## src/rtl/kemq_pkg.sv

```systemverilog
`timescale 1ns / 1ps
// ----------------------------------------------------------------------------
// kemq_pkg: shared types and constants for the keyed multi-ring event queue
// Sizes of the slot table and rings, request/result transactions, and the
// decoded command that travels from the front end to the execution engine.
// ----------------------------------------------------------------------------
package kemq_pkg;

  localparam int QUEUE_DEPTH = 128;
  localparam int NUM_TARGETS = 8;
  localparam int BATCH_MAX   = 32;
  localparam int EVENT_WIDTH = 64;

  localparam int PTR_W      = (QUEUE_DEPTH > 1) ? $clog2(QUEUE_DEPTH) : 1;
  localparam int CNT_W      = $clog2(QUEUE_DEPTH + 1);
  localparam int SLOT_W     = (NUM_TARGETS > 1) ? $clog2(NUM_TARGETS) : 1;
  localparam int BCNT_W     = $clog2(BATCH_MAX + 1);
  localparam int N_W        = (CNT_W > BCNT_W) ? CNT_W : BCNT_W;
  localparam int RING_DEPTH = NUM_TARGETS * QUEUE_DEPTH;
  localparam int ADDR_W     = (RING_DEPTH > 1) ? $clog2(RING_DEPTH) : 1;
  localparam int CMDQ_DEPTH = 2;
  localparam int CMDQ_PTR_W = $clog2(CMDQ_DEPTH);
  localparam int CMDQ_CNT_W = $clog2(CMDQ_DEPTH + 1);

  typedef enum logic [1:0] {
    REQ_PUSH  = 2'd0,
    REQ_DRAIN = 2'd1,
    REQ_DROP  = 2'd2
  } kemq_op_e;

  typedef struct packed {
    logic [1:0]  req_type;
    logic [15:0] target_id;
    logic [63:0] event_data;
    logic [7:0]  drain_limit;
  } kemq_req_t;

  typedef struct packed {
    logic [63:0] out_event;
    logic [5:0]  batch_count;
    logic        has_event;
    logic        is_last;
  } kemq_rsp_t;

  typedef struct packed {
    kemq_op_e                op;
    logic [15:0]             key;
    logic [EVENT_WIDTH-1:0]  data;
    logic [BCNT_W-1:0]       limit;
  } kemq_cmd_t;

endpackage

```

## src/rtl/kemq_cmd_fifo.sv

```systemverilog
`timescale 1ns / 1ps
// ----------------------------------------------------------------------------
// kemq_cmd_fifo: command queue
// Short queue between the decode front end and the execution engine.
// ----------------------------------------------------------------------------
module kemq_cmd_fifo (
  input  logic                clk_i,
  input  logic                rst_ni,
  input  logic                push_i,
  input  kemq_pkg::kemq_cmd_t cmd_i,
  input  logic                pop_i,
  output kemq_pkg::kemq_cmd_t cmd_o,
  output logic                empty_o,
  output logic                full_o
);
  import kemq_pkg::*;

  kemq_cmd_t               entry_q [CMDQ_DEPTH];
  logic [CMDQ_PTR_W-1:0]   wr_ptr_q, rd_ptr_q;
  logic [CMDQ_CNT_W-1:0]   count_q;

  assign empty_o = (count_q == '0);
  assign full_o  = (count_q == CMDQ_CNT_W'(CMDQ_DEPTH));
  assign cmd_o   = entry_q[rd_ptr_q];

  always_ff @(posedge clk_i or negedge rst_ni) begin
    if (!rst_ni) begin
      wr_ptr_q <= '0;
      rd_ptr_q <= '0;
      count_q  <= '0;
    end else begin
      if (push_i) begin
        wr_ptr_q <= (wr_ptr_q == CMDQ_PTR_W'(CMDQ_DEPTH - 1)) ? '0 : wr_ptr_q + 1'b1;
      end
      if (pop_i) begin
        rd_ptr_q <= (rd_ptr_q == CMDQ_PTR_W'(CMDQ_DEPTH - 1)) ? '0 : rd_ptr_q + 1'b1;
      end
      if (push_i && !pop_i) begin
        count_q <= count_q + 1'b1;
      end else if (pop_i && !push_i) begin
        count_q <= count_q - 1'b1;
      end
    end
  end

  always_ff @(posedge clk_i) begin
    if (push_i) begin
      entry_q[wr_ptr_q] <= cmd_i;
    end
  end

endmodule

```

## config.mk

```make
export PLATFORM = sky130hd
export DESIGN_NAME = kemq_cmd_fifo
export DESIGN_NICKNAME = d
export VERILOG_FILES = /design/src/rtl/kemq_pkg.sv /design/src/rtl/kemq_cmd_fifo.sv
export SDC_FILE = /design/constraint.sdc
export NUM_CORES = 1
export LEC_CHECK = 0
export BUFFER_PORTS_ARGS = -buffer_cell sky130_fd_sc_hd__buf_2
export CAP_MARGIN = 0
export CORE_UTILIZATION = 56
export CTS_BUF_LIST = sky130_fd_sc_hd__clkbuf_16
export DETAILED_ROUTE_END_ITERATION = 16
export HOLD_SLACK_MARGIN = 0.1
export MAX_ROUTING_LAYER = met4
export PLACE_DENSITY = 0.85
export SLEW_MARGIN = 20
export SYNTH_ARGS = -nofsm -noshare
export SYNTH_HDL_FRONTEND = slang
export SYNTH_SLANG_ARGS = --single-unit
```

## constraint.sdc

```tcl
create_clock -name clk_i -period 7.6 [get_ports clk_i]
set_input_delay 0.76 -clock clk_i [delete_from_list [all_inputs] [get_ports clk_i]]
set_output_delay 0.76 -clock clk_i [all_outputs]
set_load 0.005 [all_outputs]
```

# Word level (Yosys, flattened, before mapping)
# Memory sizes are Yosys's and may differ from the RTL's.
# Index checks and enable logic that the tools add are counted.
totals:
  ff_bits: 4
  ram_bits: 176
  in_bits: 92
  output_inout_bits: 90
  word_cells: 21
  memories: 1
op_classes:
  add_sub_neg: 4
  eq_ne: 1
  muxes: 6
  reduce_logical: 6
mem_list:
  columns: ["memory", "depth", "width", "read_ports", "rd_clocked_by_memory_dff", "wr", "line_no", "rtl"]
  rows:
  - ["entry_q", 2, 88, 1, 0, 1, "kemq_cmd_fifo.sv:18", "kemq_cmd_t entry_q [CMDQ_DEPTH];"]
ops:
  columns: ["operator", "n"]
  rows:
  - ["2-to-1 mux 1 bit", 4]
  - ["2-to-1 mux 2 bit", 2]
  - ["adder 1 bit, second input constant", 2]
  - ["adder 2 x 1 -> 2 bit, second input constant", 1]
  - ["== test 2 bit, second input constant", 1]
  - ["logical AND 1 bit", 2]
  - ["logical NOT 1 bit", 2]
  - ["logical NOT 2 bit", 1]
  - ["nonzero test 2 bit", 1]
  - ["subtractor 2 x 1 -> 2 bit, second input constant", 1]

# Depth between registers and ports, before layout
depth:
  word_depth: 4
  depth_mapped: 5

# Worst setup path after synthesis
# OpenSTA, ideal clock, no wires.
synth_path:
  path_type: "input -> register"
  from: "input push_i"
  to: "memory entry_q[0][0] (netlist bit) (enable)"
  arrival_time_ns: 4.600
  path_slack_ns: 2.455
  path_stages: 1
  n_path_buf: 0
  cell_sequence: "nor2b_1"
synth_between:
  elab_chain_cells: 2
synth_lines:
  columns: ["item", "line_no", "rtl"]
  rows:
  - ["from (decl)", "kemq_cmd_fifo.sv:9", "input logic push_i,"]
  - ["2-to-1 mux 1 bit", "kemq_cmd_fifo.sv:47", "if (push_i) begin"]
  - ["2-to-1 mux 1 bit (implied by the code)", "kemq_cmd_fifo.sv:48", "entry_q[wr_ptr_q] <= cmd_i;"]
  - ["to (decl)", "kemq_cmd_fifo.sv:18", null]
# Every way passes these cells.

==> summary.md <==
| Metric | Value |
|---|---|
| Top-area cell type share of the netlist area | `80.5%` |
| Req. time, crit path | `6.84 ns` |
| First-pass GRT wire length | `16,500 um` |
| Core box area | `11,400 um^2` |
| CTS sink count | `180` |
| Int Pwr | `0.00213 W` |
| CP arrival | `2.45 ns` |
| Row count | `39` |
| Hold_buf cts | `0` |
| Layout cells sized above 1 | `61.0%` |
| Num CTS Buffers | `17` |
| Postcts setup bufs | `0` |
| Area Growth Syn to Fin | `24.3%` |
| Post-synthesis sequential area ratio | `82.0%` |
| GR Overflow Total | `0` |
| EDFF count, synth | `176` |
| Setup TNS | `0 ns` |
| Comb power frac | `24.9%` |
| Die ar. | `12,200 um^2` |
| CTS max path bufs | `2` |
| Clock Skew | `0.0107 ns` |
| Final worst path period need | `3.21 ns` |
| Synth top area cells | `edfxtp_1 (80%), mux2_2 (13%), mux2_4 (2.3%)` |
| Die height | `110 um` |
| Ant. Diodes | `0` |
| Critical path class | `reg -> out` |
| Post-cts resize count | `0` |
| Slew Limit Fails | `0` |
| Seq pwr share | `48.6%` |
| Slew HR | `55.3%` |
| Final worst-path cycle share | `42.2%` |
| Clk pwr share | `26.5%` |
| DP Area | `7620 um^2` |
| Least-Margin Pin Slew | `0.670 ns` |
| CTS tree | `done` |
| Clock Pin Slew Worst Setup and Hold Paths | `0.06 ns` |
| Most common cell in the synthesized netlist | `edfxtp_1` |
| Starting density of the core | `57.5%` |
| Nets@finish | `577` |
| Peak Freq | `312 MHz` |
| Mean Syn Cell Area | `22.7 um^2` |
| CP Max Fanout | `46` |
| Pwr/cell area | `356 nW/um^2` |
| Syn nets | `383` |
| Root buffer cell | `clkbuf_16` |
| Via count | `3,328` |
| # port buffers | `181` |
| Filler cells | `733` |
| Final HPWL DP | `7360 um` |
| Vias in the first global route | `3,398` |
| Die Width | `110 um` |
| Initial antenna violation count | `0` |
| RSZ-0062 raised after global routing | `false` |
| Syn. warnings | `0` |
| Hold WC Path Type | `in -> async` |
| DR vias/cell | `5.20` |
| Setup crit end kind | `primary output` |
| Overall power | `0.00290 W` |
| Synth Register Bits | `180` |
| Gr usage total | `19.6%` |
| Synth cell types | `13` |
| Cell area after synthesis | `6570 um^2` |
| Most instantiated cells after synthesis | `edfxtp_1 (176), mux2_2 (78), mux2_4 (10)` |
| # DRC | `0` |
| Top cell type by total area after synthesis | `edfxtp_1` |
| Status | `completed` |
| Final ANT Viol Nets | `0` |
| Post-Syn Instances | `290` |
| Post-route design area | `8160 um^2` |
| NetSw | `0.000778 W` |
| Post-Route WL | `11,300 um` |
| Routed len/inst | `17.7 um` |
| Most used DFF post-synth | `edfxtp_1` |
| Leakage | `3.13 nW` |
| First DRT Iteration DRCs | `176` |
| I/O pin cnt | `182` |
| Max-cap check violation count | `0` |
| Drt pass-1 iters | `4` |
| Gp weighted congestion | `0.687` |
| Number of H-tree levels | `4` |
| Peak VDD IR | `0.271 mV` |
| Final hold viol count | `0` |
| Clock Latency Late Sink | `0.42 ns` |
| Post-synth ARST share | `2.22%` |
| Largest net degree at the start of global routing | `50` |
| Switch share | `26.8%` |
| Startpoint class of the critical path | `flip-flop` |
| Setup violators final | `0` |
| WHS | `0.133 ns` |
cell families (layout without fill, tap and decap cells):
logic type / Yosys count / in the layout / share of synthesized area, %
xor+xnor: 5 / 5 / 0.667
fa+ha+maj: 1 / 1 / 0.190
buf+inv: 11 / 218 / 1.10
flops: 180 / 180 / 82.0
mux: 88 / 88 / 15.7
simple gates: 5 / 5 / 0.400
per-stage QoR:
stage,instances,util [%],worst slack (ns)
2_1_floorplan,290,-,2.45
3_3_place_gp,607,66.7,4.70
3_5_place_dp,607,66.7,4.62
4_1_cts,639,71.3,4.35
5_1_grt,640,71.5,4.25
6_report,640,71.5,4.39
registers in the layout, summed over array words and instances (netlist names):
| register | cells |
|---|---|
| entry_q | 176 |
| count_q | 2 |
| rd_ptr_q | 1 |
| wr_ptr_q | 1 |
critical path, stage by stage (launching register included):
cell	delay, ns
dfrtp_4	0.80
buf_4	0.62
mux2_2	0.41
buf_2	0.13
metal layers:
metal	vias up	part of all wire [%]	GRT usage, %	routed length (um)
met3	15	6.9	6.29	787
met2	126	51	31.9	5830
met4	0	1.4	8.08	157
li1	1532	-	-	-
met5	-	0	-	0
met1	1655	40	22.7	4550
final timing paths:
kind / start / end / slack (ns) / depth (start not counted)
hold / removal: rst_ni / count_q[0]$_DFFE_PN0P_ / 0.13 / 1
min in group clk_i: count_q[1]$_DFFE_PN0P_ / count_q[1]$_DFFE_PN0P_ / 0.51 / 1
max in group asynchronous: rst_ni / rd_ptr_q$_DFFE_PN0P_ / 7.33 / 1
setup / recovery: rd_ptr_q$_DFFE_PN0P_ / cmd_o[34] / 4.39 / 3
setup reg to reg: wr_ptr_q$_DFFE_PN0P_ / entry_q[0][40]$_DFFE_PP_ / 5.51 / 3
hold reg to reg: count_q[1]$_DFFE_PN0P_ / count_q[1]$_DFFE_PN0P_ / 0.51 / 1
final cells by class:
class / count / area (um^2) / area share [%]
sequential: 180 / 5390 / 66.0
multi-input combinational: 99 / 1120 / 13.7
timing repair buffer: 185 / 948 / 11.6
clock buffer: 17 / 425 / 5.21
tap: 143 / 179 / 2.19
clock inverter: 15 / 96.3 / 1.18
inverter: 1 / 3.75 / 0.0460
power by group through the flow:
stage          clock, W  sequential [W]  combinational, W
6_report       0.000769         0.00141          0.000723
5_1_grt        0.000824         0.00143          0.000793
4_1_cts        0.000783         0.00142          0.000731
3_5_place_dp          0         0.00144          0.000727
3_3_place_gp          0         0.00142          0.000712
2_1_floorplan         0         0.00139          0.000487
cell usage in the layout (no fill, tap or decap), drive strengths merged, types with 4 or more instances in the layout:
master / count
buf: 185
clkbuf: 17
clkinv: 4
clkinvlp: 5
dfrtp: 4
edfxtp: 176
inv: 7
mux2: 88
xor2: 4
Note: power is estimated with default switching activity, not from simulation.
